## src/hdl/nmcc_pkg.sv

```systemverilog
// ----------------------------------------------------------------------------
// nmcc_pkg
// Shared constants, types and state codes for the node mass/charge colormap.
// ----------------------------------------------------------------------------
`default_nettype none

package nmcc_pkg;

  localparam int MAX_NODES = 64;
  localparam int IDX_W     = $clog2(MAX_NODES);
  localparam int CNT_W     = $clog2(MAX_NODES + 1);
  localparam int BANKS     = 2;
  localparam int ADDR_W    = IDX_W + $clog2(BANKS);
  localparam int RAM_DEPTH = BANKS * MAX_NODES;
  localparam int VAL_W     = 32;
  localparam int CH_W      = 16;
  localparam int RAM_W     = 2 * VAL_W;

  localparam logic [VAL_W-1:0] ONE_Q16    = 32'd65536;
  localparam logic [CH_W-1:0]  FULL_SCALE = 16'hFFFF;

  // one loaded set waiting for emission
  typedef struct packed {
    logic             bank;
    logic [CNT_W-1:0] count;
    logic [VAL_W-1:0] low;
    logic [VAL_W-1:0] range;
    logic [VAL_W-1:0] peak;
  } desc_t;

  typedef struct packed {
    logic              en;
    logic [ADDR_W-1:0] addr;
    logic [RAM_W-1:0]  data;
  } ram_wr_t;

  typedef struct packed {
    logic [CH_W-1:0] red;
    logic [CH_W-1:0] green;
    logic [CH_W-1:0] blue;
    logic            last;
  } color_t;

  typedef enum logic [2:0] {
    B_IDLE,
    B_READ,
    B_LOAD,
    B_DIV,
    B_MUL,
    B_EST,
    B_PUSH
  } back_state_e;

endpackage

`default_nettype wire

```

## src/hdl/nmcc_desc_q.sv

```systemverilog
// ----------------------------------------------------------------------------
// nmcc_desc_q
// Two-entry queue of loaded sets between the load side and the emit side.
// ----------------------------------------------------------------------------
`default_nettype none

module nmcc_desc_q (
  input  wire logic            clk_i,
  input  wire logic            rst_ni,
  input  wire logic            push_i,
  input  wire nmcc_pkg::desc_t data_i,
  output logic                 full_o,
  input  wire logic            pop_i,
  output logic                 valid_o,
  output nmcc_pkg::desc_t      data_o
);
  import nmcc_pkg::*;

  desc_t      mem_q [BANKS];
  logic       wr_q, rd_q;
  logic [1:0] cnt_q;

  assign full_o  = cnt_q == 2'd2;
  assign valid_o = cnt_q != 2'd0;
  assign data_o  = mem_q[rd_q];

  always_ff @(posedge clk_i) begin
    if (push_i) begin
      mem_q[wr_q] <= data_i;
    end
  end

  always_ff @(posedge clk_i or negedge rst_ni) begin
    if (!rst_ni) begin
      wr_q  <= 1'b0;
      rd_q  <= 1'b0;
      cnt_q <= 2'd0;
    end else begin
      if (push_i) wr_q <= ~wr_q;
      if (pop_i)  rd_q <= ~rd_q;
      cnt_q <= cnt_q + {1'b0, push_i} - {1'b0, pop_i};
    end
  end

endmodule

`default_nettype wire

```

## config.mk

```make
export PLATFORM = sky130hd
export DESIGN_NAME = nmcc_desc_q
export DESIGN_NICKNAME = d
export VERILOG_FILES = /design/src/hdl/nmcc_pkg.sv /design/src/hdl/nmcc_desc_q.sv
export SDC_FILE = /design/constraint.sdc
export NUM_CORES = 1
export LEC_CHECK = 0
export BUFFER_PORTS_ARGS = -buffer_cell sky130_fd_sc_hd__buf_2
export CAP_MARGIN = 15
export CORE_UTILIZATION = 40
export CTS_CLUSTER_DIAMETER = 50
export CTS_CLUSTER_SIZE = 28
export DETAILED_ROUTE_END_ITERATION = 8
export GPL_TIMING_DRIVEN = 0
export HOLD_SLACK_MARGIN = 0.15
export PLACE_DENSITY = 0.61
export SYNTH_ARGS = -nofsm -noshare
export SYNTH_HDL_FRONTEND = slang
export SYNTH_SLANG_ARGS = --single-unit
```

## constraint.sdc

```tcl
create_clock -name clk_i -period 14.8 [get_ports clk_i]
set_input_delay 1.48 -clock clk_i [delete_from_list [all_inputs] [get_ports clk_i]]
set_output_delay 1.48 -clock clk_i [all_outputs]
set_load 0.02 [all_outputs]
```

* Yosys cells after proc, flatten, opt, wreduce, memory -nomap -nowiden
Memories as Yosys holds them, arrays and structs flattened.
Index checks and enable logic that the tools add are counted.
** Storage, ports and cells
- Register bits after elaboration :: 4
- Memory bits (writable) :: 208
- Input port bits :: 108
- Memories kept :: 1
** Cells by class
- Add/subtract/negate cells :: 2
- Equal/unequal tests :: 1
- Mux-type cells :: 2
- Bitwise operators :: 2
- Reductions and logical operators :: 1
** Memory list
- mem_q :: depth 2, bits a word 104, read ports 1, clocked after memory_dff 0, wr ports 1, RTL line nmcc_desc_q.sv:19 : desc_t mem_q [BANKS];
** Operator list (count)
- $add A2 B1 Y2 :: 1
- $eq A2 B2 Y1 const B :: 1
- $mux W1 :: 2
- $not A1 Y1 :: 2
- $reduce_bool A2 Y1 :: 1
- $sub A2 B1 Y2 :: 1

* Logic depth before layout (Yosys ltp)
- Depth in word-level cells :: 2
- Mapped depth :: 5
- Gate-level depth less buffers :: 5

* Worst setup path before layout
Ideal clock, no wire load.
- Path kind :: input-to-reg
- Start point :: in push_i
- End point :: mem mem_q[0][0] (netlist bit), enable pin
- Setup time :: 0.580 ns
- Data arrival time :: 6.003 ns
- Required time :: 14.220 ns
- Setup slack :: 8.217 ns
- Cell stages on the path :: 1
- Path buffers :: 0
- Cells stage by stage :: nor2b_1
** Between the ends
- Longest elaborated chain between the ends :: 2
** Ends and longest elaborated chain
- start: declaration :: RTL line nmcc_desc_q.sv:10 : input wire logic push_i,
- $mux W1 :: RTL line nmcc_desc_q.sv:28 : if (push_i) begin
- $mux W1 (implied by the code) :: RTL line nmcc_desc_q.sv:29 : mem_q[wr_q] <= data_i;
- end: declaration :: RTL line nmcc_desc_q.sv:19
Every way passes these cells.

==> flow_metrics.py <==
metrics = {
    "run_status": {
        "status": "complete, no violations",
    },
    "synth": {
        "yosysTopAreaCellShare_pct": 78.9,
        "ys_types": 14,
        "yosysWarnings": 0,
        "syn_nets": 449,
        "syn_inst": 339,
        "syn_area_sq_mm": 0.00791,
        "synth_top_area_cell": "edfxtp_1",
        "syn_area_per_cell_sq_um": 23.3,
        "yosysSeqAreaShare_pct": 80.2,
        "synth_seq_cells": 212,
        "synthTopCellsByArea": "edfxtp_1 (79%), mux2_4 (9.5%), mux2_2 (7.7%)",
    },
    "sta": {
        "tightest_slew_ps": 814,
        "hold_viol": 0,
        "finalClockSkew_ps": 11.2,
        "post-route-period-util_pct": 22.1,
        "max_freq_ghz": 0.306,
        "fin_crit_ps": 3260,
        "slew_viol_final": 0,
        "setup_violations": 0,
        "slew_headroom_pct": 45.6,
        "rsz0062_at_grt": "false",
        "fin_tns_setup_ps": 0,
    },
    "detailed_routing": {
        "viasPerCell": 4.61,
        "drt_first_pass_iters": 4,
        "routed_wl_mm": 14.1,
        "drc_errors": 0,
        "drt_iter0_drc": 129,
        "dr_total_vias": 3961,
        "wl_per_cell_um": 16.5,
        "ant_nets": 0,
    },
    "placed_design": {
        "dp_hpwl_mm": 9.57,
        "port_buffers": 213,
        "dpl_cell_area_sq_mm": 0.00941,
        "dp.cells": 821,
        "finalWeightedCongestion": 0.675,
    },
    "worst_setup_path": {
        "r2r.worst_path.cells": 3,
        "crit_type": "reg -> out",
        "worstReg2RegStart": "wr_q",
        "rrSetupSlack_ps": 12890,
        "cp_max_fo": 10,
        "crit_arrival_ps": 1780,
        "cp.required_ps": 13320,
        "startpoint": "rd_q",
        "r2r_end": "mem_q[0][65]",
        "cp-start-kind": "flop",
        "crit_path_end_kind": "primary output",
    },
    "power_and_ir_drop": {
        "p_sw_uw": 662,
        "clockPowerShare_pct": 27.5,
        "seq_power_share_pct": 39.4,
        "p_total_mw": 2.09,
        "ir_drop_v": 0.000111,
        "comb_power_share_pct": 33.0,
        "cellPowerDensity_mw_per_mm2": 205,
        "p_int_mw": 1.43,
        "switching_share_pct": 31.7,
        "power.leakage_nw": 4.00,
    },
    "die": {
        "die_h_um": 143,
        "fp.coreArea_sq_mm": 0.0194,
        "die_w_um": 143,
        "core.rowCount": 51,
        "start_util_pct": 40.8,
        "ioPinCount": 214,
        "die_area_sq_mm": 0.0203,
    },
    "hold_path": {
        "worstHoldStart": "wr_q",
        "holdPathStages": 1,
        "hold_class": "reg -> reg",
        "holdPathEnd": "wr_q",
    },
    "final_layout": {
        "fin_area_sq_mm": 0.0102,
        "fin_cells": 859,
        "nets": 689,
        "syn_to_final_growth_pct": 28.6,
        "drive_above_1_share_pct": 62.7,
    },
    "clock_network": {
        "cts_max_level": 1,
        "cts_tree": "built",
        "cts_resized": 0,
        "cts_hold_buf": 0,
        "root_buffer": "clkbuf_16",
        "clock_sinks": 212,
        "clkTransAtPathRegs_ps": 70,
        "post_cts_buffers": 0,
        "clockBufferDepth": 3,
        "numCtsBuffers": 21,
        "insertion_delay_ps": 490,
    },
    "global_route": {
        "overflow": 0,
        "grt_max_degree": 64,
        "grt_pass1_vias": 4148,
        "grt_pass1_wl_mm": 20.8,
        "antenna_found_initial": 1,
        "grtUsageTotal_pct": 13.4,
    },
    "flow_run": {
        "maxCapViolations": 0,
    },
}
==> cell usage in the layout, fill, tap and decap left out, types with 2 or more instances in the layout <==
cell type	instances
inv_1	2
edfxtp_1	208
clkbuf_16	21
xor2_1	2
mux2_4	50
buf_6	6
bufinv_16	3
buf_2	218
ha_1	2
inv_8	3
clkinv_8	2
buf_12	3
inv_12	2
mux2_2	54
dfrtp_1	4
==> stage by stage <==
| stage | utilization (%) | hold WS (ps) | setup WS (ps) |
|---|---|---|---|
| finish | 52.5 | 571 | 11540 |
| global route | 52.5 | 603 | 11440 |
| CTS | 52.5 | 576 | 11480 |
| detailed placement | 48.5 | 559 | 11630 |
| global placement | 48.0 | 468 | 5590 |
| floorplan | - | 455 | 8220 |
==> routing by layer <==
| layer | global-route usage (%) | vias to the layer above | part of all wire [%] |
|---|---|---|---|
| met5 | 0 | - | 0 |
| met4 | 4.64 | 0 | 2.2 |
| met3 | 4.83 | 24 | 8.7 |
| met2 | 23.6 | 153 | 50 |
| met1 | 14.9 | 1953 | 39 |
| li1 | - | 1831 | - |
==> cell usage after synthesis, drive strengths merged <==
| cell | n |
|---|---|
| edfxtp | 208 |
| mux2 | 104 |
| buf | 12 |
| dfrtp | 4 |
| ha | 2 |
| inv | 2 |
| nor2b | 2 |
| xor2 | 2 |
| and2 | 1 |
| or2 | 1 |
| xor3 | 1 |
==> flip-flops by register name, summed over array words and instances (netlist names) <==
name / count
mem_q: 208
cnt_q: 2
rd_q: 1
wr_q: 1
==> worst max path at each step <==
stage / end / cells after the start
5_1_grt: data_o[9] / 4
6_report: data_o[93] / 5
4_1_cts: data_o[6] / 4
3_3_place_gp: mem_q[0][56] / 2
2_1_floorplan: mem_q[0][0] / 1
3_5_place_dp: mem_q[0][59] / 4
==> cell type report <==
type / instances / area, sq um
clock inverters: 16 / 243
flip-flops and latches: 212 / 6350
inverters: 2 / 7.51
well taps: 265 / 332
fillers: 1593 / 9220
diodes: 1 / 2.50
clock buffers: 21 / 526
plain buffers: 12 / 108
repair buffers: 217 / 1150
multi-input cells: 113 / 1460
==> power by group through the flow <==
| stage | combinational [mW] | sequential [mW] | clock, mW |
|---|---|---|---|
| CTS | 0.703 | 0.824 | 0.588 |
| floorplan | 0.491 | 0.844 | 0 |
| global route | 0.737 | 0.833 | 0.611 |
| detailed placement | 0.701 | 0.838 | 0 |
| finish | 0.690 | 0.823 | 0.575 |
| global placement | 0.677 | 0.857 | 0 |
==> cell families after synthesis <==
logic type    after synthesis  share of synthesized area (%)
flops                     212                           80.2
fa+ha+maj                   2                          0.316
buf+inv                    14                           1.45
xor+xnor                    3                          0.522
simple gates                4                          0.316
mux                       104                           17.2
==> worst max-delay path: stages (launching register included) <==
cell,delay (ps)
dfrtp_1,340
buf_6,120
buf_8,150
buf_6,190
mux2_4,320
buf_2,160
Note: power is estimated with default switching activity, not from simulation.
