`src/hdl/nmcc_ram.sv`:
```
// ----------------------------------------------------------------------------
// nmcc_ram
// Generic simple dual-port RAM, one write port and one registered read port.
// ----------------------------------------------------------------------------
`default_nettype none

module nmcc_ram #(
  parameter int WIDTH = 8,
  parameter int DEPTH = 16
) (
  input  wire logic                     clk_i,
  input  wire logic                     we_i,
  input  wire logic [$clog2(DEPTH)-1:0] waddr_i,
  input  wire logic [WIDTH-1:0]         wdata_i,
  input  wire logic                     re_i,
  input  wire logic [$clog2(DEPTH)-1:0] raddr_i,
  output logic      [WIDTH-1:0]         rdata_o
);

  logic [WIDTH-1:0] mem_q [DEPTH];

  always_ff @(posedge clk_i) begin
    if (we_i) begin
      mem_q[waddr_i] <= wdata_i;
    end
    if (re_i) begin
      rdata_o <= mem_q[raddr_i];
    end
  end

endmodule

`default_nettype wire

```
`config.mk`:
```
export PLATFORM = sky130hd
export DESIGN_NAME = nmcc_ram
export DESIGN_NICKNAME = d
export VERILOG_FILES = /design/src/hdl/nmcc_ram.sv
export SDC_FILE = /design/constraint.sdc
export NUM_CORES = 1
export LEC_CHECK = 0
export BUFFER_PORTS_ARGS = -buffer_cell sky130_fd_sc_hd__buf_2
export CORE_ASPECT_RATIO = 1.2
export CORE_MARGIN = 3
export CORE_UTILIZATION = 55
export CTS_CLUSTER_DIAMETER = 60
export DETAILED_ROUTE_END_ITERATION = 16
export HOLD_SLACK_MARGIN = 0.12
export PLACE_DENSITY = 0.73
export REMOVE_ABC_BUFFERS = 1
export SLEW_MARGIN = 30
export SYNTH_ARGS = -nofsm -noshare
export SYNTH_HDL_FRONTEND = slang
export SYNTH_SLANG_ARGS = --single-unit
```
`constraint.sdc`:
```
create_clock -name clk_i -period 2.2 [get_ports clk_i]
set_input_delay 0.44 -clock clk_i [delete_from_list [all_inputs] [get_ports clk_i]]
set_output_delay 0.44 -clock clk_i [all_outputs]
set_load 0.03 [all_outputs]
```
Word-level counts from Yosys, hierarchy flattened:

Memories as Yosys holds them, arrays and structs flattened. A register that Yosys moved wholly into a read port is not among the register bits.
Index checks and enable logic that the tools add are counted.
W data, S select, Z words.

* bits in registers: 0
* bits in latches: 0
* RAM bits: 128
* ROM bits: 0
* input bits: 19
* output and inout bits: 8
* word-level logic and storage cells: 3
* memories: 1

* add/sub/neg operators: 0
* $mul: 0
* div/mod/pow operators: 0
* order comparisons: 0
* equality and inequality tests: 0
* shift operators: 0
* muxes and demuxes: 2
* bitwise logic cells: 0
* reduce and logical (&&, ||, !) cells: 0

Memories
* mem_q: depth 16, bits a word 8, read ports 1, clocked after memory_dff 1, write ports 1, RTL line 20 `logic [WIDTH-1:0] mem_q [DEPTH];`

Operators by type and width (count)
* $mux W1: 2

Depth between registers and ports, before layout:

Gate-level depths: netlist of run 1.

* depth after elaboration: 2
* gate-level depth with buffers: 5

Worst setup path before layout of run 1:

Ideal clock, no wire load.

* kind: input -> register
* start point: in waddr_i[2]
* end point: mem mem_q[0][0], enable pin
* arrival: 1.550 ns
* required time: 1.817 ns
* path slack: 0.267 ns
* stages on the path: 2
* path through: or3b_2 -> nor3_1

RTL lines
* start, declared: RTL line 13 `input wire logic [$clog2(DEPTH)-1:0] waddr_i,`
* end, declared: RTL line 20

Straight into the memory's write port.

==> results of run 1 <==
## layout make-up
class                      count  area (sq um)
sequential                   136          4080
multi-input combinational     83          1060
tap                          120           150
clock buffer                  21           429
clock inverter                11           201
fill                         563          2890
timing repair buffer          46           318
## cells in the final DEF (no fill, tap or decap), types with 4 or more instances in the layout
cell type / Yosys / routed
clkbuf_1: 0 / 4
buf_4: 1 / 17
mux4_2: 18 / 18
nand2_1: 9 / 9
nor3_1: 4 / 4
clkbuf_16: 0 / 16
bufinv_16: 0 / 6
edfxtp_1: 136 / 136
a22oi_1: 16 / 16
nor2_1: 13 / 13
mux4_1: 14 / 14
buf_2: 3 / 26
## worst max-delay path by stage
stage / cells after the start / start / end
final: 3 / mem_q[9][4] / rdata_o[4]
after global routing: 3 / mem_q[9][4] / rdata_o[4]
after CTS: 1 / rdata_o[6] / rdata_o[6]
after detailed placement: 5 / raddr_i[0] / rdata_o[4]
after global placement: 5 / raddr_i[0] / rdata_o[4]
after floorplan: 2 / waddr_i[2] / mem_q[0][0]
## metrics by stage
step                util, %  hold WS (ns)  instances
CTS                    68.4         0.271        417
global route           68.4         0.270        417
detailed placement     61.4         0.745        385
finish                 68.4         0.299        417
floorplan                 -         0.539        219
global placement       61.4         0.733        385
## registers in the layout, summed over array words and instances, names as in the netlist
name and count:
rdata_o 8, mem_q 128
## per-layer routing
| metal | part of all wire [%] | vias to the layer above | global-route usage, % |
|---|---|---|---|
| li1 | - | 1091 | - |
| met1 | 42 | 1261 | 27.8 |
| met2 | 52 | 85 | 32.8 |
| met3 | 5.2 | 11 | 6.58 |
| met4 | 1.2 | 0 | 7.12 |
| met5 | 0 | - | 0 |
## worst max-delay path: stages, from the launching register on
cell,delay [ns]
edfxtp_1,0.37
mux4_1,0.55
a22oi_1,0.31
nand2_1,0.09
## power by group through the flow
stage | registers (mW) | clock network, mW | logic (mW)
CTS | 2.94 | 3.04 | 0.296
global placement | 2.99 | 0 | 0.288
floorplan | 3.01 | 0 | 0.116
global route | 2.94 | 3.17 | 0.318
detailed placement | 2.99 | 0 | 0.293
finish | 2.94 | 3.00 | 0.290
## logic make-up after synthesis
| kind of cell | after synthesis |
|---|---|
| AOI/OAI and AO/OA | 16 |
| buffers and inverters | 10 |
| muxes | 32 |
| and+or+nand+nor | 35 |
| DFF | 136 |
==> key figures, run 1 <==
Timing
  • Final Cycle Share: 72.3%
  • Clock skew: 0.0120 ns
  • Relative slew slack: 53.1%
  • Final Setup Violations: 0
  • Slew Limit Fails: 0
  • Unrepaired setup endpoints after global routing: false
  • Fmax: 0.628 GHz
  • Setup TNS: 0 ns
  • Crit path time final: 1.59 ns
  • Final setup margin: 0.608 ns
  • Final Hold Viols: 0
  • Worst Tran Pin Value: 0.702 ns

Floorplanning
  • Die W: 95.0 microns
  • Row cnt: 38
  • Starting Density: 57.3%
  • Die H: 113 microns
  • I/O Pins: 27
  • Full die area: 10700 sq um
  • Total core area: 9130 sq um

Min path
  • WHS Path Cells: 1
  • Hold path startpoint: re_i
  • Hold EP: rdata_o[2]
  • Worst Hold Class: input port to register

Drt
  • Routed Antenna Nets: 0
  • Post-Route WL: 9.68 mm
  • Vias: 2448
  • Vias/cell: 5.87
  • Initial DRT Pass Iterations: 4
  • DR iter-0 viols: 211
  • DR WL/cell: 23.2 microns
  • # DRC: 0

Logic synthesis
  • Post-synthesis mux area share: 14.8%
  • Largest family of logic cells by synthesized area: multiplexers
  • Compound-Gate Fraction of Synth Area: 2.30%
  • Sequential fraction of the synthesis area: 78.1%
  • Ys async rst share: 0%
  • Top_reg_cell synth: edfxtp_1
  • Xor/xnor share of the synthesized area: 0%
  • Top post-synthesis cells by count: 136 x edfxtp_1, 18 x mux4_2, 16 x a22oi_1, 14 x mux4_1, 13 x nor2_1
  • Syn avg cell area: 22.8 sq um
  • Adder-Cell Fraction of Synth Area: 0%
  • Yosys top cell by area: edfxtp_1
  • Share of the synthesized area in the top cell type: 78.1%
  • Gate Count Post-Synth: 229
  • Synthesized flop and latch total: 136
  • Yosys warns: 0
  • Synthesized area: 5230 sq um
  • Dominant cells by area after synthesis: edfxtp_1 78%, mux4_2 7.8%, mux4_1 7.0%
  • Count leader, synth: edfxtp_1
  • Synth Area in Simple Gates: 3.14%
  • Post-synth cell types: 18
  • Post-synth EDFFs: 136

Worst setup path
  • Reg-to-reg endpoint: rdata_o[4]
  • Reg2reg path depth: 3
  • Reg2reg setup slack: 0.61 ns
  • Kind of critical path: register to register
  • WP data arrival: 1.84 ns
  • Worst Path Required: 2.45 ns
  • R2r startpoint: mem_q[9][4]
  • Crit Path Max Fanout: 1
  • CP startpoint kind: register
  • Crit end category: register

Power
  • Sw frac: 18.2%
  • VDD IR max: 0.000600 V
  • Comb power frac: 4.7%
  • Switching power: 1.14 mW
  • Sequential Power Share: 47.2%
  • Leakage: 2.14 nW
  • Power share of the clock group: 48.2%
  • PnR Total Power: 6.23 mW
  • Int Pwr: 5.09 mW
  • Power density over the cells: 998 nW/um^2

Cells and area
  • Antenna cells: 0
  • Finished Cell Area: 6240 sq um
  • Layout cells sized above 1: 30.3%
  • Final #Nets: 303
  • Layout area overhead: 19.4%

CTS
  • CTS tree: yes
  • CTS Hold Bufs: 0
  • Reg clk slew, reported paths: 0.06 ns
  • Clock buffer depth: 2
  • H-tree levels: 4
  • Post-CTS Setup Repair Bufs: 0
  • # resized after CTS: 0
  • CTS sink cnt: 136
  • CTS Buf Count: 17
  • Root buf cell: clkbuf_8
  • Worst skew pair latency: 0.52 ns

Place
  • Routability cong.: 0.759
  • I/O Buffers: 26
  • Post-DP HPWL: 5.93 mm
  • DP Area: 5610 sq um
  • Place WS: 0.180 ns

Job
  • Max-cap check violation count: 0

Global route
  • Total global routing overflow: 0
  • Initial antenna violation count: 0
  • First-pass GRT wire length: 15.3 mm
  • Total track usage: 20.8%
  • Vias in the first global route: 2608
  • Largest net degree at the start of global routing: 25

Status
  • Status: finished, final reports clean
Power figures use the tool's default switching activity.
==> run 2: changes to the inputs <==
Clock period 2.2 ns to 1.65 ns, I/O delays scaled along.
==> run 2 against run 1 <==
Effect of this change:
- non-clock buffer count increased by 1
- critical path type unchanged
- sequential share of layout area increased by 1.1 points
- largest power group is now sequential cells
- maximum frequency increased by 4.7%
- critical path depth unchanged
==> key figures, run 2 (synthesized netlist as in run 1, its figures left out) <==
Floorplanning
  • Total core area: 9130 sq um (unchanged)
  • Starting Density: 57.3% (unchanged)
  • I/O Pins: 27 (unchanged)
  • Die W: 95.0 microns (unchanged)
  • Full die area: 10700 sq um (unchanged)
  • Die H: 113 microns (unchanged)
  • Row cnt: 38 (unchanged)

CTS
  • # resized after CTS: 0 (unchanged)
  • CTS tree: yes
  • CTS Hold Bufs: 0 (unchanged)
  • Clock buffer depth: 2 (unchanged)
  • CTS Buf Count: 17 (unchanged)
  • Reg clk slew, reported paths: 0.06 ns (about the same)
  • H-tree levels: 4 (unchanged)
  • Worst skew pair latency: 0.51 ns (about the same)
  • CTS sink cnt: 136 (unchanged)
  • Post-CTS Setup Repair Bufs: 0 (unchanged)
  • Root buf cell: clkbuf_8

Worst setup path
  • Worst Path Required: 1.90 ns (-0.55 ns)
  • Crit Path Max Fanout: 1 (unchanged)
  • CP startpoint kind: register
  • Top Family by Delay on Critical Path: multiplexers
  • Slowest stage delay, CP: 0.52 ns (-0.03 ns)
  • CP max-delay cell: mux4_2
  • Reg2reg setup slack: 0.13 ns (-0.48 ns)
  • Buf+Inv Stages, Crit Path: 0 (unchanged)
  • Reg-to-reg endpoint: rdata_o[6]
  • WP data arrival: 1.77 ns (-0.07 ns)
  • Kind of critical path: register to register
  • Crit path cell chain: mux4_2 > a22oi_1 > nand2_1
  • R2r startpoint: mem_q[11][6]
  • Reg2reg path depth: 3 (unchanged)
  • Crit end category: register

Cells and area
  • Fillcell total: 586 (+4.1%)
  • Final #Nets: 304 (+0.33%)
  • Top reg by flops: mem_q
  • Antenna cells: 0 (unchanged)
  • Largest registers: mem_q: 128 flops, rdata_o: 8 flops
  • Layout Cells excl Fill: 414 (-0.72%)
  • Most frequent cells in the layout: 136 x edfxtp_1, 26 x buf_2, 18 x mux4_2, 17 x buf_4
  • Layout area overhead: 17.4%
  • Layout cells sized above 1: 29.3% (-1.1 points)
  • Number of flip-flops in the largest register: 128 (unchanged)
  • Most common cell after layout, fill and taps aside: edfxtp_1

Power
  • VDD IR max: 0.000917 V (+53%)
  • Leakage: 2.09 nW (-2.3%)
  • Power density over the cells: 1240 nW/um^2 (+24%)

Drt
  • DR iter-0 viols: 226 (+7.1%)
  • Vias/cell: 5.97 (+1.7%)
  • DR WL/cell: 23.5 microns (+1.4%)
  • Routed Antenna Nets: 0 (unchanged)
  • Post-Route WL: 9.75 mm (+0.67%)
  • Vias: 2471 (+0.94%)
  • # DRC: 0 (unchanged)
  • Initial DRT Pass Iterations: 4 (unchanged)

Global route
  • Total track usage: 20.4% (-0.38 points)
  • Vias in the first global route: 2562 (-1.8%)
  • Initial antenna violation count: 0 (unchanged)
  • First-pass GRT wire length: 15.1 mm (-1.5%)
  • Largest net degree at the start of global routing: 25 (unchanged)
  • Total global routing overflow: 0 (unchanged)

Min path
  • Hold path startpoint: re_i
  • Worst Hold Class: input port to register
  • WHS Path Cells: 1 (unchanged)
  • Hold EP: rdata_o[4]

Timing
  • Worst Tran Pin Value: 0.678 ns (-0.0241 ns)
  • Fmax: 0.658 GHz (+4.7%)
  • Final Setup Violations: 0 (unchanged)
  • Final Cycle Share: 92.1% (+20 points)
  • Slew Limit Fails: 0 (unchanged)
  • Clock skew: 0.00866 ns (-0.00332 ns)
  • Unrepaired setup endpoints after global routing: false
  • Final hold slack: 0.203 ns (-0.0963 ns)
  • Crit path time final: 1.52 ns (-0.0715 ns)
  • Final Hold Viols: 0 (unchanged)
  • Relative slew slack: 54.6% (+1.5 points)

Job
  • Max-cap check violation count: 0 (unchanged)

Place
  • Placed cells: 386 (+0.26%)
  • I/O Buffers: 26 (unchanged)
  • Routability cong.: 0.736 (-3.1%)
  • Post-DP HPWL: 5.93 mm (about the same)

Status
  • Status: finished, final reports clean
## run 2: how the worst max path moves through the flow
stage | from | end | slack [ns] | cells after the start
2_1_floorplan | waddr_i[2] | mem_q[0][0] | -0.17 | 2
3_3_place_gp | raddr_i[0] | rdata_o[4] | -0.21 | 5
3_5_place_dp | raddr_i[0] | rdata_o[1] | -0.21 | 5
4_1_cts | mem_q[11][6] | rdata_o[6] | 0.13 | 3
5_1_grt | mem_q[11][6] | rdata_o[6] | 0.1 | 3
6_report | mem_q[11][6] | rdata_o[6] | 0.13 | 3
## run 2: final cells by class
| cell class | instances | area (sq um) | area share, % |
|---|---|---|---|
| flip-flops and latches | 136 | 4080 | 66.5 |
| multi-input cells | 83 | 1060 | 17.2 |
| clock buffers | 20 | 425 | 6.93 |
| repair buffers | 47 | 338 | 5.50 |
| well taps | 120 | 150 | 2.45 |
| clock inverters | 8 | 83.8 | 1.37 |
## run 2: power by group
group	total, mW	switching [mW]	internal (mW)
sequential	3.92	0.0227	3.90
combinational	0.391	0.230	0.162
clock	3.31	1.23	2.08
total	7.62	1.48	6.14
## run 2: per-stage QoR
step	TNS [ns]	setup WS, ns	total power, mW	util [%]	cell area [sq um]
floorplan	-1.38	-0.173	4.17	-	5140
global placement	-1.34	-0.208	4.37	61.7	5630
detailed placement	-1.42	-0.214	4.38	61.7	5630
CTS	0	0.131	7.67	67.2	6140
global route	0	0.0987	7.85	67.2	6140
finish	0	0.130	7.62	67.2	6140
## run 2: per-layer routing
metal	track usage, %	vias to the layer above	share of wire (%)
li1	-	1086	-
met1	27.5	1281	41
met2	32.0	88	52
met3	5.65	16	4.9
met4	8.28	0	2.0
met5	0	-	0
