## src/hdl/nmcc_pkg.sv

```systemverilog
// ----------------------------------------------------------------------------
// nmcc_pkg
// Shared constants, types and state codes for the node mass/charge colormap.
// ----------------------------------------------------------------------------
`default_nettype none

package nmcc_pkg;

  localparam int MAX_NODES = 64;
  localparam int IDX_W     = $clog2(MAX_NODES);
  localparam int CNT_W     = $clog2(MAX_NODES + 1);
  localparam int BANKS     = 2;
  localparam int ADDR_W    = IDX_W + $clog2(BANKS);
  localparam int RAM_DEPTH = BANKS * MAX_NODES;
  localparam int VAL_W     = 32;
  localparam int CH_W      = 16;
  localparam int RAM_W     = 2 * VAL_W;

  localparam logic [VAL_W-1:0] ONE_Q16    = 32'd65536;
  localparam logic [CH_W-1:0]  FULL_SCALE = 16'hFFFF;

  // one loaded set waiting for emission
  typedef struct packed {
    logic             bank;
    logic [CNT_W-1:0] count;
    logic [VAL_W-1:0] low;
    logic [VAL_W-1:0] range;
    logic [VAL_W-1:0] peak;
  } desc_t;

  typedef struct packed {
    logic              en;
    logic [ADDR_W-1:0] addr;
    logic [RAM_W-1:0]  data;
  } ram_wr_t;

  typedef struct packed {
    logic [CH_W-1:0] red;
    logic [CH_W-1:0] green;
    logic [CH_W-1:0] blue;
    logic            last;
  } color_t;

  typedef enum logic [2:0] {
    B_IDLE,
    B_READ,
    B_LOAD,
    B_DIV,
    B_MUL,
    B_EST,
    B_PUSH
  } back_state_e;

endpackage

`default_nettype wire

```

## src/hdl/nmcc_front.sv

```systemverilog
// ----------------------------------------------------------------------------
// nmcc_front
// Load side: stores nodes into the active bank and tracks the set extremes.
// ----------------------------------------------------------------------------
`default_nettype none

module nmcc_front (
  input  wire logic                        clk_i,
  input  wire logic                        rst_ni,
  input  wire logic                        push_i,
  output logic                             full_o,
  input  wire logic signed [31:0]          node_mass_i,
  input  wire logic signed [31:0]          node_charge_i,
  input  wire logic                        last_node_i,
  input  wire logic                        desc_full_i,
  output logic                             desc_push_o,
  output nmcc_pkg::desc_t                  desc_o,
  output nmcc_pkg::ram_wr_t                ram_wr_o
);
  import nmcc_pkg::*;

  logic [CNT_W-1:0] count_q, count_d;
  logic signed [VAL_W-1:0] low_q, low_d, high_q, high_d;
  logic [VAL_W-1:0] peak_q, peak_d;
  logic bank_q, bank_d;

  logic acc, room;
  logic [VAL_W-1:0] mag_in;
  logic signed [VAL_W-1:0] low_n, high_n;
  logic [VAL_W-1:0] peak_n;
  logic [CNT_W-1:0] count_n;
  logic [VAL_W:0] diff;
  logic [VAL_W-1:0] range_w;

  assign full_o = desc_full_i;
  assign acc    = push_i && !desc_full_i;
  assign room   = count_q < CNT_W'(MAX_NODES);
  assign mag_in = node_charge_i[VAL_W-1] ? (~node_charge_i + 32'd1) : node_charge_i;

  always_comb begin
    low_n   = (room && (node_mass_i < low_q)) ? node_mass_i : low_q;
    high_n  = (room && (node_mass_i > high_q)) ? node_mass_i : high_q;
    peak_n  = (room && (mag_in > peak_q)) ? mag_in : peak_q;
    count_n = room ? count_q + CNT_W'(1) : count_q;
    diff    = {high_n[VAL_W-1], high_n} - {low_n[VAL_W-1], low_n};
    range_w = (diff[VAL_W-1:0] == '0) ? ONE_Q16 : diff[VAL_W-1:0];

    desc_push_o  = acc && last_node_i && (count_n != '0);
    desc_o.bank  = bank_q;
    desc_o.count = count_n;
    desc_o.low   = low_n;
    desc_o.range = range_w;
    desc_o.peak  = (peak_n == '0) ? ONE_Q16 : peak_n;

    ram_wr_o.en   = acc && room;
    ram_wr_o.addr = {bank_q, count_q[IDX_W-1:0]};
    ram_wr_o.data = {node_mass_i, node_charge_i};

    count_d = count_q;
    low_d   = low_q;
    high_d  = high_q;
    peak_d  = peak_q;
    bank_d  = bank_q;
    if (acc) begin
      if (last_node_i) begin
        count_d = '0;
        low_d   = 32'sh7FFF_FFFF;
        high_d  = 32'sh8000_0000;
        peak_d  = '0;
        if (desc_push_o) begin
          bank_d = ~bank_q;
        end
      end else begin
        count_d = count_n;
        low_d   = low_n;
        high_d  = high_n;
        peak_d  = peak_n;
      end
    end
  end

  always_ff @(posedge clk_i or negedge rst_ni) begin
    if (!rst_ni) begin
      count_q <= '0;
      low_q   <= 32'sh7FFF_FFFF;
      high_q  <= 32'sh8000_0000;
      peak_q  <= '0;
      bank_q  <= 1'b0;
    end else begin
      count_q <= count_d;
      low_q   <= low_d;
      high_q  <= high_d;
      peak_q  <= peak_d;
      bank_q  <= bank_d;
    end
  end

endmodule

`default_nettype wire

```

## config.mk

```make
export PLATFORM = sky130hd
export DESIGN_NAME = nmcc_front
export DESIGN_NICKNAME = d
export VERILOG_FILES = /design/src/hdl/nmcc_pkg.sv /design/src/hdl/nmcc_front.sv
export SDC_FILE = /design/constraint.sdc
export NUM_CORES = 1
export LEC_CHECK = 0
export BUFFER_PORTS_ARGS = -buffer_cell sky130_fd_sc_hd__buf_2
export CORE_MARGIN = 2
export CORE_UTILIZATION = 40
export CTS_CLUSTER_SIZE = 40
export DETAILED_ROUTE_END_ITERATION = 12
export PLACE_DENSITY_LB_ADDON = 0.2
export SLEW_MARGIN = 0
export SYNTH_ARGS = -nofsm -noshare
export SYNTH_HDL_FRONTEND = slang
export SYNTH_SLANG_ARGS = --single-unit
```

## constraint.sdc

```tcl
create_clock -name clk_i -period 9.5 [get_ports clk_i]
set_clock_uncertainty 0.1 [all_clocks]
set_input_delay 1.9 -clock clk_i [delete_from_list [all_inputs] [get_ports clk_i]]
set_output_delay 1.9 -clock clk_i [all_outputs]
set_load 0.02 [all_outputs]
```

== Word-level counts from Yosys, hierarchy flattened ==
Index checks and enable logic that the tools add are counted.
Widths: inputs -> output; s select.

* Register bits after elaboration: 104
* Bits of input ports: 69
* Logic and storage cells: 37

* Add/sub/neg operators: 3
* Order comparisons: 4
* Mux-type cells: 11
* Bitwise operators: 2
* Reductions and logical operators: 12

{| class="wikitable"
|+ Operators with widths
! operator !! number
|-
| $mux 32 || 9
|-
| $gt 32x32->1 || 2
|-
| $logic_not 32->1 || 2
|-
| $add 32x1->32 const B || 1
|-
| $lt 32x32->1 || 1
|-
| $not 32->32 || 1
|-
| $sub 32x32->32 || 1
|-
| $mux 7 || 2
|-
| $add 7x1->7 const B || 1
|-
| $logic_and 1x1->1 || 7
|-
| $lt 7x7->1 const B || 1
|-
| $reduce_bool 7->1 || 1
|-
| $reduce_and 3->1 || 1
|-
| $logic_not 1->1 || 1
|-
| $not 1->1 || 1
|}

== Depth between registers and ports, before layout ==
Gate-level depths: netlist of run 1.

* Depth after elaboration: 8
* Depth in mapped cells: 25
* Gate-level depth less buffers: 24

== Least setup slack after synthesis of run 1 ==
Ideal clock, no wire load.

* Path type: input -> output
* From: input port node_mass_i[25]
* To: output port desc_o[48] in the netlist's numbering
* Arrival: 8297 ps
* Required time: 7500 ps
* Slack: -797 ps
* Stages on the path: 23
* Cell sequence: ha_1 -> a21o_1 -> a221o_1 -> a221oi_1 -> a21oi_1 -> o22ai_1 -> o21ai_1 -> clkbuf_1 -> o21ai_0 -> ha_1 -> inv_1 -> fa_1 -> a21o_1 -> a221oi_2 -> o21ai_1 -> a31oi_1 -> o21ai_1 -> xor2_1 -> or4_1 -> nor4b_1 -> nand4b_1 -> or4_1 -> o31ai_1

{| class="wikitable"
|+ RTL lines
! item !! line !! source
|-
| start: declaration || nmcc_front.sv:12 || <nowiki>input wire logic signed [31:0] node_mass_i,</nowiki>
|-
| end: declaration || nmcc_front.sv:17 || <nowiki>output nmcc_pkg::desc_t desc_o,</nowiki>
|}

==> results.toml, run 1 <==
[status]
outcome = "completed"

[layout]
area_delta_synth_final_pct = 28.9
nNetsFinal = 1811
diodes = 0
nFillCells = 2449
fin_util = 0.527
design_area_um2 = 13300
final_common_cell = "buf_2"
final_cell_mix = "buf_2, buf_4, nand2_1"
instances_no_fill = 1948
drive_gt1_frac = 0.341

[logic_synthesis]
syn_avg_cell_area_um2 = 8.04
synth_flop_cell = "dfrtp_1"
syn_nets = 1486
yosysUniqueCellTypes = 73
synth_area_um2 = 10400
synth_top_cells_by_area = "dfrtp_1, ha_1, dfstp_2"
synth_edf_count = 0
synth_seq_cells = 104
yosysWarnings = 0
synthArstFlopShare = 1.00
seq_area_frac_synth = 0.255
synthCells = 1288
synth_top_area_frac = 0.174
synth_top_area_cell = "dfrtp_1"

[routing]
route.vias.total = 10300
wl_met2_um = 15500
drt_iter0_markers = 601
dr.pass1.iters = 5
ant_nets = 0
met3_length_um = 1260
routed.top_layer = "met4"
routed_wl_um = 32100
routedWlPerCell_um = 16.5
remaining_drc_errors = 0
wl_met1_um = 14900
viasPerCell = 5.29

[critical_path]
cp.required_ns = 7.50
worstSetupEndpointType = "output port"
crit_path_max_incr_delay_ns = 0.54
arrival_ns = 7.46
startpoint_type = "input pin"
slowest_stage = "or4_4"
cp_num_buf_inv = 7
cpMostUsedCell = "buf_4"
cp_max_fo = 5
cp_top_family = "compound AO/OA/AOI/OAI gates"
critPathKind = "in -> out"

[clocking]
clkSinkCount = 104
clkLatencyLatePin_ns = 0.36
cts_tree = "built"
clock_path_buffers = 2
clk_pin_slew_worst_paths_ns = 0.08
cts_root_buf = "clkbuf_16"
cts_made_buffers = 9
htreeDepth = 3
hold_buffers = 0

[die]
start_util = 0.409
die_h_um = 165
coreArea_um2 = 25300
fp-row-count = 58
die_area_um2 = 27200
die_width_um = 165
io_pins = 247

[flow_run]
maxCapViolCount = 0

[timing]
hold_viol_final = 0
finalMaxSlewViolations = 0
tightest_slew_ns = 0.967
tns_ns = 0
fin_crit_sh = 0.996
rsz0062_at_grt = "true"
max-slew-margin-rel = 0.354
whs_ns = 0.408
max_freq_mhz = 106
setup_viol = 0
fin_crit_ns = 9.46

[grt]
grt_pass1_wl_um = 51100
grt_overflow = 0
first_global_vias = 9858
grt_usage = 0.237
grt_max_degree = 69
antenna_found_initial = 1

[hold_path]
hold_class = "reg -> reg"

[placed_design]
place_area_um2 = 12800
dp.cells = 1931
dp_hpwl_um = 25100
place.gp.congestion = 0.900
portBuffers = 246

[power]
power.density_nw_per_um2 = 285
peakVddDrop_mv = 0.179
leakage_nw = 6.78
worst paths after layout:
| kind | slack (ns) | start | cells past startpoint | endpoint |
|---|---|---|---|---|
| hold reg to reg | 0.41 | bank_q | 1 | bank_q |
| max in group asynchronous | 6.57 | rst_ni | 2 | high_q[20] |
| setup reg to reg | 5.91 | low_q[25] | 16 | low_q[21] |
| setup / recovery | 0.04 | node_mass_i[25] | 26 | desc_o[48] |
| min in group asynchronous | 1.39 | rst_ni | 1 | count_q[1] |
| hold / removal | 0.41 | bank_q | 1 | bank_q |
cells in the mapped netlist (all sizes together) (33+ instances only):
library cell	n
nor2	58
clkbuf	42
buf	78
ha	128
nand2	143
a21oi	79
mux2i	33
xnor2	42
dfrtp	72
a21o	36
o21ai	130
inv	136
per-stage QoR:
step / power, mW / setup slack [ns]
after global routing: 4.10 / -0.220
after global placement: 3.29 / -0.298
after floorplan: 2.18 / 0.0326
after CTS: 3.75 / 0.00541
final: 3.80 / 0.0390
after detailed placement: 3.30 / -0.444
repair_timing:
action / in CTS / in global routing
buffers inserted: 1 / 0
gates resized for setup: 15 / 37
endpoints found under the hold margin: 0 / 0
setup endpoints to repair: 1 / 2
pin swaps: 6 / 19
metal layers:
| layer | GRT usage | vias up |
|---|---|---|
| li1 | - | 5125 |
| met1 | 0.315 | 4889 |
| met2 | 0.413 | 253 |
| met3 | 0.0231 | 29 |
| met4 | 0.0569 | 0 |
| met5 | 0 | - |
state kept, by name (all words and copies together) (netlist names):
name / count
peak_q: 32
bank_q: 1
low_q: 32
high_q: 32
count_q: 7
layout make-up:
| cell class | instances | area, um2 | share of cell area |
|---|---|---|---|
| Multi-Input combinational cell | 928 | 6800 | 0.509 |
| Timing Repair Buffer | 434 | 2680 | 0.201 |
| Sequential cell | 104 | 2640 | 0.198 |
| Inverter | 136 | 510 | 0.0383 |
| Tap cell | 330 | 413 | 0.0309 |
| Clock buffer | 10 | 239 | 0.0179 |
| Clock inverter | 6 | 62.6 | 0.00469 |
power breakdown:
group / leakage, nW / internal [mW] / switching [mW]
Clock: 0.148 / 0.192 / 0.195
Sequential: 1.29 / 0.551 / 0.0492
Combinational: 5.34 / 1.21 / 1.61
cell families (layout without fill, tap and decap cells):
logic type,Yosys count,count (layout),share of synthesized area
compound gates,352,352,0.209
xor+xnor,64,64,0.0541
flops,104,104,0.255
mux,42,42,0.0417
buf+inv,256,586,0.119
fa+ha+maj,129,129,0.157
simple gates,341,341,0.164
(Power assumes the default switching activity.)
==> run 2, diff against run 1 <==
Settings changed: BUFFER_PORTS_ARGS -buffer_cell sky130_fd_sc_hd__buf_2 to unset, DONT_BUFFER_PORTS set to 1, PLACE_DENSITY_LB_ADDON 0.2 to unset.
==> results.toml, run 2 (synthesis results as in run 1) <==
[power]
leakage_nw = 5.47
power.density_nw_per_um2 = 299
peakVddDrop_mv = 0.163
total_power_mw = 3.52

[grt]
first_global_vias = 8915
grt_overflow = 0
antenna_found_initial = 1
grt_pass1_wl_um = 47700
grt_max_degree = 105
grt_usage = 0.223

[layout]
design_area_um2 = 11800
final_cell_mix = "nand2_1, inv_1, ha_1, buf_4, o21ai_0"
drive_gt1_frac = 0.195
fin_util = 0.465
nNetsFinal = 1501
instances_no_fill = 1638
top_regs = "high_q x32, low_q x32, peak_q x32"
diodes = 0
area_delta_synth_final_pct = 13.7
final_common_cell = "nand2_1"

[routing]
ant_nets = 0
drt_iter0_markers = 553
route.vias.total = 9173
routedWlPerCell_um = 18.7
routed_wl_um = 30600
dr.pass1.iters = 6
viasPerCell = 5.60
remaining_drc_errors = 0

[die]
die_h_um = 165
coreArea_um2 = 25300
io_pins = 247
die_width_um = 165
die_area_um2 = 27200
fp-row-count = 58
start_util = 0.409

[hold_path]
hold_depth = 2
hold_class = "reg -> reg"

[timing]
fin_crit_sh = 0.982
setup_viol = 0
tns_ns = 0
max_freq_mhz = 107
tightest_slew_ns = 0.940
max-slew-margin-rel = 0.372
fin_crit_ns = 9.33
finalMaxSlewViolations = 0
hold_viol_final = 0

[clocking]
hold_buffers = 0
cts_tree = "built"
clk_pin_slew_worst_paths_ns = 0.08
clkLatencyLatePin_ns = 0.36
cts_made_buffers = 9
htreeDepth = 3
cts_root_buf = "clkbuf_16"
clock_path_buffers = 2
clkSinkCount = 104

[critical_path]
r2r_cells = 14
cp_cell_sequence = "ha_1 -> a21oi_2 -> o21ai_1 -> a221oi_2 -> o221ai_2 -> a211o_1 -> mux2i_4 -> mux2i_2 -> ha_4 -> inv_1 -> fa_2 -> a21o_1 -> a221oi_4 -> o21ai_2 -> a31oi_2 -> o21ai_1 -> xor2_1 -> or4_4 -> nor4b_4 -> nand4b_1 -> or4_4 -> o31ai_4"
cp.required_ns = 7.50
cp_max_fo = 5
cp_top_family = "compound AO/OA/AOI/OAI gates"
critPathKind = "in -> out"
slowest_stage = "or4_4"
worst-path-stages = 22
worstSetupEndpointType = "output port"
cp_num_buf_inv = 1
crit_path_max_incr_delay_ns = 0.53
arrival_ns = 7.33
startpoint_type = "input pin"

[placed_design]
dp_hpwl_um = 23200
place.gp.congestion = 0.943
portBuffers = 0
dp.cells = 1611
place_area_um2 = 11000

[flow_run]
maxCapViolCount = 0

[status]
outcome = "completed"
run 2: tightest hold or removal path: cells and delay by family (launching register included):
family          cells  cell delay (ns)
compound gates      1             0.08
buf+inv             1             0.06
flops               1             0.37
run 2: final timing paths:
kind,from,end,slack [ns]
setup / recovery,node_mass_i[5],desc_o[48],0.17
hold / removal,low_q[21],low_q[21],0.41
setup reg to reg,peak_q[5],peak_q[23],5.89
hold reg to reg,low_q[21],low_q[21],0.41
max in group asynchronous,rst_ni,high_q[31],7.87
min in group asynchronous,rst_ni,count_q[2],1.13
run 2: per-stage QoR:
step | hold slack [ns] | worst slack, ns
after floorplan | 0.365 | 0.0326
after global placement | 0.398 | -0.157
after detailed placement | 0.403 | -0.339
after CTS | 0.416 | 0.0226
after global routing | 0.433 | -0.0364
final | 0.414 | 0.172
run 2: per-layer routing:
layer,part of all wire,up-vias,GRT usage
li1,-,4496,-
met5,0,-,0
met3,0.057,40,0.0439
met2,0.48,278,0.388
met1,0.44,4359,0.282
met4,0.021,0,0.0601
run 2: where the power goes:
part / total [mW] / internal (mW) / switching (mW)
Clock: 0.411 / 0.216 / 0.194
Combinational: 2.50 / 0.996 / 1.50
Sequential: 0.610 / 0.551 / 0.0590
run 2: cell type report:
type | instances | area (um2)
tap | 330 | 413
clock buffer | 10 | 239
multi-input combinational | 928 | 6920
inverter | 136 | 510
clock inverter | 6 | 73.8
timing repair buffer | 124 | 977
sequential | 104 | 2640
fill | 2479 | 13600
run 2: repair_timing:
item,in CTS,in global routing
gates cloned,0,1
pin swaps,4,36
setup buffers,2,9
setup endpoints to repair,1,1
gates resized for setup,10,65
