--- src/hdl/nmcc_pkg.sv ---
// ----------------------------------------------------------------------------
// nmcc_pkg
// Shared constants, types and state codes for the node mass/charge colormap.
// ----------------------------------------------------------------------------
`default_nettype none

package nmcc_pkg;

  localparam int MAX_NODES = 64;
  localparam int IDX_W     = $clog2(MAX_NODES);
  localparam int CNT_W     = $clog2(MAX_NODES + 1);
  localparam int BANKS     = 2;
  localparam int ADDR_W    = IDX_W + $clog2(BANKS);
  localparam int RAM_DEPTH = BANKS * MAX_NODES;
  localparam int VAL_W     = 32;
  localparam int CH_W      = 16;
  localparam int RAM_W     = 2 * VAL_W;

  localparam logic [VAL_W-1:0] ONE_Q16    = 32'd65536;
  localparam logic [CH_W-1:0]  FULL_SCALE = 16'hFFFF;

  // one loaded set waiting for emission
  typedef struct packed {
    logic             bank;
    logic [CNT_W-1:0] count;
    logic [VAL_W-1:0] low;
    logic [VAL_W-1:0] range;
    logic [VAL_W-1:0] peak;
  } desc_t;

  typedef struct packed {
    logic              en;
    logic [ADDR_W-1:0] addr;
    logic [RAM_W-1:0]  data;
  } ram_wr_t;

  typedef struct packed {
    logic [CH_W-1:0] red;
    logic [CH_W-1:0] green;
    logic [CH_W-1:0] blue;
    logic            last;
  } color_t;

  typedef enum logic [2:0] {
    B_IDLE,
    B_READ,
    B_LOAD,
    B_DIV,
    B_MUL,
    B_EST,
    B_PUSH
  } back_state_e;

endpackage

`default_nettype wire

--- src/hdl/nmcc_div.sv ---
// ----------------------------------------------------------------------------
// nmcc_div
// Radix-2 divider for floor(num * 65535 / den), num <= den.
// ----------------------------------------------------------------------------
`default_nettype none

module nmcc_div (
  input  wire logic        clk_i,
  input  wire logic        rst_ni,
  input  wire logic        start_i,
  input  wire logic [31:0] num_i,
  input  wire logic [31:0] den_i,
  output logic             busy_o,
  output logic [15:0]      quo_o
);
  import nmcc_pkg::*;

  logic [VAL_W-1:0] rem_q, den_q;
  logic [CH_W-1:0]  low_q, quo_q;
  logic [4:0]       cnt_q;
  logic             busy_q;
  logic [47:0]      scaled;
  logic [VAL_W:0]   sh;
  logic [VAL_W:0]   sub;

  // num * 65535 as a shift and subtract
  assign scaled = {num_i, 16'b0} - {16'b0, num_i};
  assign sh     = {rem_q, low_q[CH_W-1]};
  assign sub    = sh - {1'b0, den_q};
  assign busy_o = busy_q;
  assign quo_o  = quo_q;

  always_ff @(posedge clk_i) begin
    if (start_i) begin
      rem_q <= scaled[47:16];
      low_q <= scaled[15:0];
      den_q <= den_i;
    end else if (busy_q) begin
      rem_q <= sub[VAL_W] ? sh[VAL_W-1:0] : sub[VAL_W-1:0];
      quo_q <= {quo_q[CH_W-2:0], ~sub[VAL_W]};
      low_q <= {low_q[CH_W-2:0], 1'b0};
    end
  end

  always_ff @(posedge clk_i or negedge rst_ni) begin
    if (!rst_ni) begin
      busy_q <= 1'b0;
      cnt_q  <= '0;
    end else if (start_i) begin
      busy_q <= 1'b1;
      cnt_q  <= 5'd16;
    end else if (busy_q) begin
      cnt_q <= cnt_q - 5'd1;
      if (cnt_q == 5'd1) busy_q <= 1'b0;
    end
  end

endmodule

`default_nettype wire

--- src/hdl/nmcc_back.sv ---
// ----------------------------------------------------------------------------
// nmcc_back
// Emit side: reads each stored node, normalizes it and queues its color.
// ----------------------------------------------------------------------------
`default_nettype none

module nmcc_back (
  input  wire logic                        clk_i,
  input  wire logic                        rst_ni,
  input  wire logic                        desc_valid_i,
  input  wire nmcc_pkg::desc_t             desc_i,
  output logic                             desc_pop_o,
  output logic                             ram_re_o,
  output logic [nmcc_pkg::ADDR_W-1:0]      ram_raddr_o,
  input  wire logic [nmcc_pkg::RAM_W-1:0]  ram_rdata_i,
  input  wire logic                        pop_i,
  output logic                             empty_o,
  output nmcc_pkg::color_t                 color_o
);
  import nmcc_pkg::*;

  back_state_e state_q, state_d;
  logic [IDX_W-1:0] idx_q;
  logic neg_q, pos_q;
  logic [VAL_W-1:0] pr_q, pg_q, pb_q;
  logic [CH_W-1:0]  er_q, eg_q, eb_q;

  logic start;
  logic signed [VAL_W-1:0] mass, charge;
  logic [VAL_W:0]   d_full;
  logic [VAL_W-1:0] mag_raw, mag;
  logic             busy_b, busy_s, busy_r;
  logic [CH_W-1:0]  q_bright, q_s, q_q;
  logic [CH_W-1:0]  w_r, w_b;
  logic             is_last;
  logic             oq_full, oq_push;
  color_t           oq_mem_q [2];
  logic             oq_wr_q, oq_rd_q;
  logic [1:0]       oq_cnt_q;
  color_t           res;

  // quotient estimate for p / 65535 is at most one short
  function automatic logic [CH_W-1:0] est65535(input logic [VAL_W-1:0] p);
    logic [VAL_W-1:0] s;
    s = p + {16'b0, p[VAL_W-1:16]};
    return s[VAL_W-1:16];
  endfunction

  function automatic logic [CH_W-1:0] fix65535(input logic [VAL_W-1:0] p,
                                               input logic [CH_W-1:0] e);
    logic [VAL_W:0] r;
    r = {1'b0, p} - {1'b0, e, 16'b0} + {17'b0, e};
    return (r >= {17'b0, FULL_SCALE}) ? e + 16'd1 : e;
  endfunction

  assign mass    = ram_rdata_i[RAM_W-1:VAL_W];
  assign charge  = ram_rdata_i[VAL_W-1:0];
  assign d_full  = {mass[VAL_W-1], mass} - {desc_i.low[VAL_W-1], desc_i.low};
  assign mag_raw = charge[VAL_W-1] ? (~charge + 32'd1) : charge;
  assign mag     = (mag_raw > desc_i.peak) ? desc_i.peak : mag_raw;
  assign is_last = ({1'b0, idx_q} + CNT_W'(1)) == desc_i.count;

  nmcc_div u_div_b (
    .clk_i, .rst_ni, .start_i(start), .num_i(d_full[VAL_W-1:0]),
    .den_i(desc_i.range), .busy_o(busy_b), .quo_o(q_bright)
  );
  nmcc_div u_div_s (
    .clk_i, .rst_ni, .start_i(start), .num_i(mag),
    .den_i(desc_i.peak), .busy_o(busy_s), .quo_o(q_s)
  );
  nmcc_div u_div_q (
    .clk_i, .rst_ni, .start_i(start), .num_i(desc_i.peak - mag),
    .den_i(desc_i.peak), .busy_o(busy_r), .quo_o(q_q)
  );

  assign w_r = neg_q ? q_s : q_q;
  assign w_b = pos_q ? q_s : q_q;

  always_comb begin
    res.red   = fix65535(pr_q, er_q);
    res.green = fix65535(pg_q, eg_q);
    res.blue  = fix65535(pb_q, eb_q);
    res.last  = is_last;
  end

  always_comb begin
    state_d     = state_q;
    start       = 1'b0;
    ram_re_o    = 1'b0;
    ram_raddr_o = {desc_i.bank, idx_q};
    oq_push     = 1'b0;
    desc_pop_o  = 1'b0;
    unique case (state_q)
      B_IDLE: if (desc_valid_i) state_d = B_READ;
      B_READ: begin
        ram_re_o = 1'b1;
        state_d  = B_LOAD;
      end
      B_LOAD: begin
        start   = 1'b1;
        state_d = B_DIV;
      end
      B_DIV:  if (!busy_b && !busy_s && !busy_r) state_d = B_MUL;
      B_MUL:  state_d = B_EST;
      B_EST:  state_d = B_PUSH;
      B_PUSH: begin
        if (!oq_full) begin
          oq_push = 1'b1;
          if (is_last) begin
            desc_pop_o = 1'b1;
            state_d    = B_IDLE;
          end else begin
            state_d = B_READ;
          end
        end
      end
      default: state_d = B_IDLE;
    endcase
  end

  always_ff @(posedge clk_i or negedge rst_ni) begin
    if (!rst_ni) begin
      state_q <= B_IDLE;
      idx_q   <= '0;
    end else begin
      state_q <= state_d;
      if (state_q == B_IDLE) idx_q <= '0;
      else if (oq_push)      idx_q <= idx_q + IDX_W'(1);
    end
  end

  always_ff @(posedge clk_i) begin
    if (state_q == B_LOAD) begin
      neg_q <= charge[VAL_W-1];
      pos_q <= !charge[VAL_W-1] && (charge != '0);
    end
    if (state_q == B_MUL) begin
      pr_q <= VAL_W'(q_bright) * VAL_W'(w_r);
      pg_q <= VAL_W'(q_bright) * VAL_W'(q_q);
      pb_q <= VAL_W'(q_bright) * VAL_W'(w_b);
    end
    if (state_q == B_EST) begin
      er_q <= est65535(pr_q);
      eg_q <= est65535(pg_q);
      eb_q <= est65535(pb_q);
    end
  end

  // result queue parts the emit pipeline from the receiver
  assign oq_full = oq_cnt_q == 2'd2;
  assign empty_o = oq_cnt_q == 2'd0;
  assign color_o = oq_mem_q[oq_rd_q];

  always_ff @(posedge clk_i) begin
    if (oq_push) oq_mem_q[oq_wr_q] <= res;
  end

  always_ff @(posedge clk_i or negedge rst_ni) begin
    if (!rst_ni) begin
      oq_wr_q  <= 1'b0;
      oq_rd_q  <= 1'b0;
      oq_cnt_q <= 2'd0;
    end else begin
      if (oq_push)            oq_wr_q <= ~oq_wr_q;
      if (pop_i && !empty_o)  oq_rd_q <= ~oq_rd_q;
      oq_cnt_q <= oq_cnt_q + {1'b0, oq_push} - {1'b0, pop_i && !empty_o};
    end
  end

endmodule

`default_nettype wire

--- config.mk ---
export PLATFORM = sky130hd
export DESIGN_NAME = nmcc_back
export DESIGN_NICKNAME = d
export VERILOG_FILES = /design/src/hdl/nmcc_pkg.sv /design/src/hdl/nmcc_div.sv /design/src/hdl/nmcc_back.sv
export SDC_FILE = /design/constraint.sdc
export NUM_CORES = 2
export LEC_CHECK = 0
export ABC_AREA = 1
export BUFFER_PORTS_ARGS = -buffer_cell sky130_fd_sc_hd__buf_2
export CAP_MARGIN = 15
export CORE_MARGIN = 8
export CORE_UTILIZATION = 65
export CTS_BUF_LIST = sky130_fd_sc_hd__clkbuf_4 sky130_fd_sc_hd__clkbuf_8
export DETAILED_ROUTE_END_ITERATION = 12
export PLACE_DENSITY = 0.84
export RECOVER_POWER = 100
export SETUP_SLACK_MARGIN = 0.2
export SLEW_MARGIN = 0
export SYNTH_ARGS = -nofsm -noshare
export SYNTH_HDL_FRONTEND = slang
export SYNTH_SLANG_ARGS = --single-unit
--- constraint.sdc ---
create_clock -name clk_i -period 13.15 [get_ports clk_i]
set_input_delay 1.315 -clock clk_i [delete_from_list [all_inputs] [get_ports clk_i]]
set_output_delay 1.315 -clock clk_i [all_outputs]
set_load 0.01 [all_outputs]
Word-level counts from Yosys, hierarchy flattened
Memory sizes are Yosys's and may differ from the RTL's.
Index checks and enable logic that the tools add are counted.
{"block": "totals", "latch_bits": 0, "out_inout_bits": 59, "reg_bits": 433, "word_cells": 160, "ram_bits": 98, "romBits": 0, "n_memories": 1}
{"memory": "oq_mem_q", "depth": 2, "word_bits": 49, "read_ports": 1, "rd_clocked_by_memory_dff": 0, "wr": 1, "line": "nmcc_back.sv:37", "rtl": "color_t oq_mem_q [2];"}
{"block": "op_classes", "n_mul": 3, "n_shift": 0, "muxes": 53, "n_bitwise": 7, "add_sub_neg": 28, "div_mod_pow": 0, "n_reduce_logical": 20, "n_lt_le_gt_ge": 4, "n_eq_ne": 14}
{"cell": "$mux 32", "count": 11}
{"cell": "$mux 16", "count": 11}
{"cell": "$sub 48x32->48", "count": 3}
{"cell": "$add 33x16->33", "count": 3}
{"cell": "$ge 33x16->1 const B", "count": 3}
{"cell": "$sub 32x32->33", "count": 3}
{"cell": "$sub 33x32->33", "count": 3}
{"cell": "$add 32x16->32", "count": 3}
{"cell": "$mul 16x16->32", "count": 3}
{"cell": "$sub 32x32->32", "count": 2}
{"cell": "$add 16x1->16 const B", "count": 3}
{"cell": "$add 32x1->32 const B", "count": 1}
{"cell": "$gt 32x32->1", "count": 1}
{"cell": "$not 32->32", "count": 1}
{"cell": "$reduce_bool 32->1", "count": 1}
{"cell": "$mux 5", "count": 6}
{"cell": "$pmux 3 s7", "count": 1}
{"cell": "$mux 1", "count": 19}
{"cell": "$eq 5x1->1 const B", "count": 3}
{"cell": "$sub 5x1->5 const B", "count": 3}
{"cell": "$mux 6", "count": 2}
{"cell": "$eq 3x3->1 const B", "count": 3}
{"cell": "$mux 3", "count": 3}
{"cell": "$reduce_bool 2->1", "count": 4}
{"cell": "other kinds (16)", "count": 33}

Logic depth before layout (Yosys ltp)
{"block": "depth", "depth_word": 8, "ltp_mapped": 52}

Modules after synthesis
Synthesis repeated with hierarchy kept, for this count alone.
{"block": "unflattened", "cells_unflattened": 11748, "hier_area_um2": 81260.4}
{"mod": "nmcc_back", "cells_per_inst": 7398, "area_per_inst_um2": 53067.1, "seq_area_each_um2": 7652.3, "n_inst": 1}
{"mod": "nmcc_div", "cells_per_inst": 1450, "area_per_inst_um2": 9397.8, "seq_area_each_um2": 3032.9, "n_inst": 3}

Least setup slack after synthesis
No wires, ideal clock.
{"block": "synth_path", "path_type": "flip-flop to flip-flop", "startpoint": "register state_q[0]", "endpoint": "register pb_q[0] (enable)", "path_slack_ns": 5.392, "period_less_slack_ns": 7.758, "setup_time_ns": 0.668, "t_arrival_ns": 7.089, "path_stages_with_launch": 3, "required_time_ns": 12.482, "path_cell_list": "dfrtp_1 -> clkbuf_1 -> nor3_1"}
{"block": "synth_via", "elab_chain_cells": 1}
{"element": "start: declaration", "line": "nmcc_back.sv:22", "rtl": "back_state_e state_q, state_d;"}
{"element": "start signal: assignment", "line": "nmcc_back.sv:126", "rtl": "state_q <= state_d;"}
{"element": "$eq 3x3->1", "line": "nmcc_back.sv:137", "rtl": "if (state_q == B_MUL) begin"}
{"element": "end signal: assignment", "line": "nmcc_back.sv:140", "rtl": "pb_q <= VAL_W'(q_bright) * VAL_W'(w_b);"}
{"element": "end: declaration", "line": "nmcc_back.sv:25", "rtl": "logic [VAL_W-1:0] pr_q, pg_q, pb_q;"}
Every way passes these cells.
A chain may end at the register's enable or synchronous reset.

Worst setup path in the final report
{"block": "layout_path", "startpoint": "register state_q[1]", "endpoint": "register u_div_s.rem_q[13], data pin"}
{"block": "layout_via", "elab_chain_cells": 3}
{"element": "$eq 3x2->1", "line": "nmcc_back.sv:93", "rtl": "unique case (state_q)"}
{"element": "$mux 1", "line": "nmcc_back.sv:93"}
{"element": "$mux 32", "line": "nmcc_div.sv:34", "rtl": "if (start_i) begin"}
{"element": "end signal: assignment", "line": "nmcc_div.sv:35", "rtl": "rem_q <= scaled[47:16];"}
{"element": "end signal: assignment", "line": "nmcc_div.sv:39", "rtl": "rem_q <= sub[VAL_W] ? sh[VAL_W-1:0] : sub[VAL_W-1:0];"}
{"element": "end: declaration", "line": "nmcc_div.sv:18", "rtl": "logic [VAL_W-1:0] rem_q, den_q;"}
Every way passes these cells.

==> flow_summary.ini <==
[critical_path]
path_cells = inv_1, nor3_1, clkbuf_1, clkbuf_1, o21ai_0, a21oi_1, nor2_1
r2r_cells = 7
cp_num_buf_inv = 3
cp.arrival_ns = 10.65
slowest_stage = clkbuf_1
slowest_delay_ns = 5.65
cp-end-kind = flop
critPathTopFamily = buffers and inverters
ff2ff_setup_slack_ns = 3.01
required_ns = 13.66
worstReg2RegStart = state_q[1]
crit_fanout = 152
r2r-end = u_div_s.rem_q[13]
critPathLaunchType = flop
critPathKind = flop to flop
crit_path_frequent_cell = clkbuf_1
critical_path.startpoint = state_q[1]

[yosys]
yosysWarnings = 0
yosysSeqAreaShare = 0.225
syn_area_sq_um = 70100
postSynth.asyncResetShare = 0.0584
syn_nets = 10600
synth_edf_count = 500
yosysUniqueCellTypes = 76
synthFlopType = edfxtp_1
syn_inst = 9057
syn_area_per_cell_sq_um = 7.74
synth_seq_cells = 531

[place]
portBuffers = 228
place_hpwl_um = 161000
place.gp.congestion = 0.967

[cts]
clk_pin_slew_worst_paths_ns = 0.06
cts_setup_buffers = 0
cts_resized = 0
cts-root-buf = clkbuf_8
cts_hold_buf = 0
cts.sinks = 531
cts_buffers = 98
cts_tree = built
clk_latency_ns = 0.82
cts.htree.levels = 3
clockBufferDepth = 3

[run_status]
violations = max-capacitance violations, max-slew violations
status = finished, violations left

[die]
boundaryPins = 231
die_y_um = 344
coreArea_sq_um = 107000
initial_utilization = 0.655
die_area_sq_um = 119000
rows = 120
die_x_um = 344

[min_path]
holdPathStages = 0
hold_path_class = flop to flop
hold_start = u_div_s.quo_o[1]
min_to = u_div_s.quo_o[2]

[route]
met2_length_um = 97100
vias_per_cell = 5.81
drt-met1-wl_um = 78900
vias = 62200
wl_per_cell_um = 19.1
routed.top_layer = met5
detail-route-antenna-nets = 0
first_pass_iters = 6
drt-total-wl_um = 205000
wl_met3_um = 18100
drt_iter0_drc = 5395
drc = 0

[timing]
fin_crit_sh = 0.771
fin_crit_ns = 10.14
rsz0062_at_grt = false
relSlewSlack = -4.38
max_freq_mhz = 98.6
tightest_slew_ns = 8.07
slew_violations = 1513
skew_ns = 0.0568
hold_viol = 0
tns_ns = 0
setup_violations = 0

[final_layout]
syn_to_final_growth_pct = 5.95
fill_cells = 8739
layout-drive-gt1-share = 0.0556
nets = 10700

[global_route]
grt_pass1_wl_um = 320000
grt_max_degree = 153
grt_pass1_vias = 61400
grt_usage = 0.338
antenna_found_initial = 2
overflow = 0

[run]
drv_cap = 33
## routing by layer
metal,track usage,vias up
li1,-,29100
met1,0.421,29500
met2,0.569,2878
met3,0.0621,681
met4,0.160,2
met5,0,-
## cells in the final DEF, fill, tap and decap left out, drive strengths merged, types with 10 or more instances in the layout
cell type / instances
bufinv: 14
edfxtp: 500
nor3: 88
nor4: 30
and3: 10
a21boi: 23
a21oi: 561
nand4: 98
o22ai: 10
clkinv: 47
fa: 586
a21o: 17
nand3b: 14
o31ai: 12
xor2: 285
nand2: 2200
clkbuf: 249
buf: 144
or2: 19
inv: 1790
o21a: 20
nand3: 367
o21ai: 416
o211ai: 48
a31oi: 31
dfrtp: 31
o21bai: 22
xnor2: 140
a211oi: 12
ha: 751
nor2: 694
## metrics by stage
step	utilization	area [sq um]	hold slack, ns	cells	worst slack (ns)
floorplan	-	70100	0.424	9057	5.39
global placement	0.677	72400	0.435	10500	4.44
detailed placement	0.677	72400	0.434	10500	4.33
CTS	0.698	74700	0.454	10700	4.81
global route	0.694	74300	0.458	10700	2.23
finish	0.694	74300	0.453	10700	3.01
## cell families after synthesis
group,synth area share
compound gates,0.0954
simple gates,0.215
buf+inv,0.110
flops,0.225
fa+ha+maj,0.301
xor+xnor,0.0537
## how the worst max path moves through the flow
stage | endpoint | slack [ns] | cells past startpoint
after detailed placement | u_div_q.rem_q[31] | 4.33 | 49
after floorplan | pb_q[0] | 5.39 | 2
after global routing | u_div_q.rem_q[13] | 2.23 | 40
after global placement | u_div_q.rem_q[19] | 4.44 | 48
final | u_div_s.rem_q[13] | 3.01 | 7
after CTS | pb_q[30] | 4.81 | 33
## worst register-to-register path: stages, from the launching register on
cell	delay [ns]
dfrtp_1	0.41
inv_1	0.11
nor3_1	0.14
clkbuf_1	1.89
clkbuf_1	5.65
o21ai_0	1.00
a21oi_1	0.61
nor2_1	0.08
## state kept, by name, summed over array words and instances, names as in the netlist, 32 cells and up
| name | flops |
|---|---|
| pg_q | 32 |
| oq_mem_q | 98 |
| u_div_s.rem_q | 32 |
| u_div_q.rem_q | 32 |
| pb_q | 32 |
| u_div_b.den_q | 32 |
| u_div_s.den_q | 32 |
| u_div_b.rem_q | 32 |
| pr_q | 32 |
## cells in the mapped netlist (33+ instances only)
cell type,instances,area (sq um)
inv_1,1751,6570
nand4_1,93,582
inv_2,33,124
o21ai_0,332,1660
fa_1,586,11700
nand2_2,64,400
nor2_2,35,219
nand3_1,329,1650
nand2_1,2132,8000
nor2_1,646,2420
clkbuf_1,176,661
o211ai_1,48,360
edfxtp_1,500,15000
nor3_1,81,405
xnor2_1,140,1230
a21oi_1,554,2770
xor2_1,281,2460
nand3_2,36,360
o21ai_1,74,370
ha_1,751,9400
## cell type report
type / count / area [sq um] / share of cell area
Multi-Input combinational cell: 6506 / 46500 / 0.626
Tap cell: 1403 / 1760 / 0.0236
Clock buffer: 122 / 1570 / 0.0211
Antenna cell: 2 / 5.00 / 0.0000674
Sequential cell: 531 / 15800 / 0.213
Timing Repair Buffer: 271 / 1230 / 0.0166
Clock inverter: 60 / 707 / 0.00952
Inverter: 1797 / 6750 / 0.0909
Power is left out: the tool's default activity adds up to more than one toggle a clock period on the data nets, which glitch-free logic cannot reach.
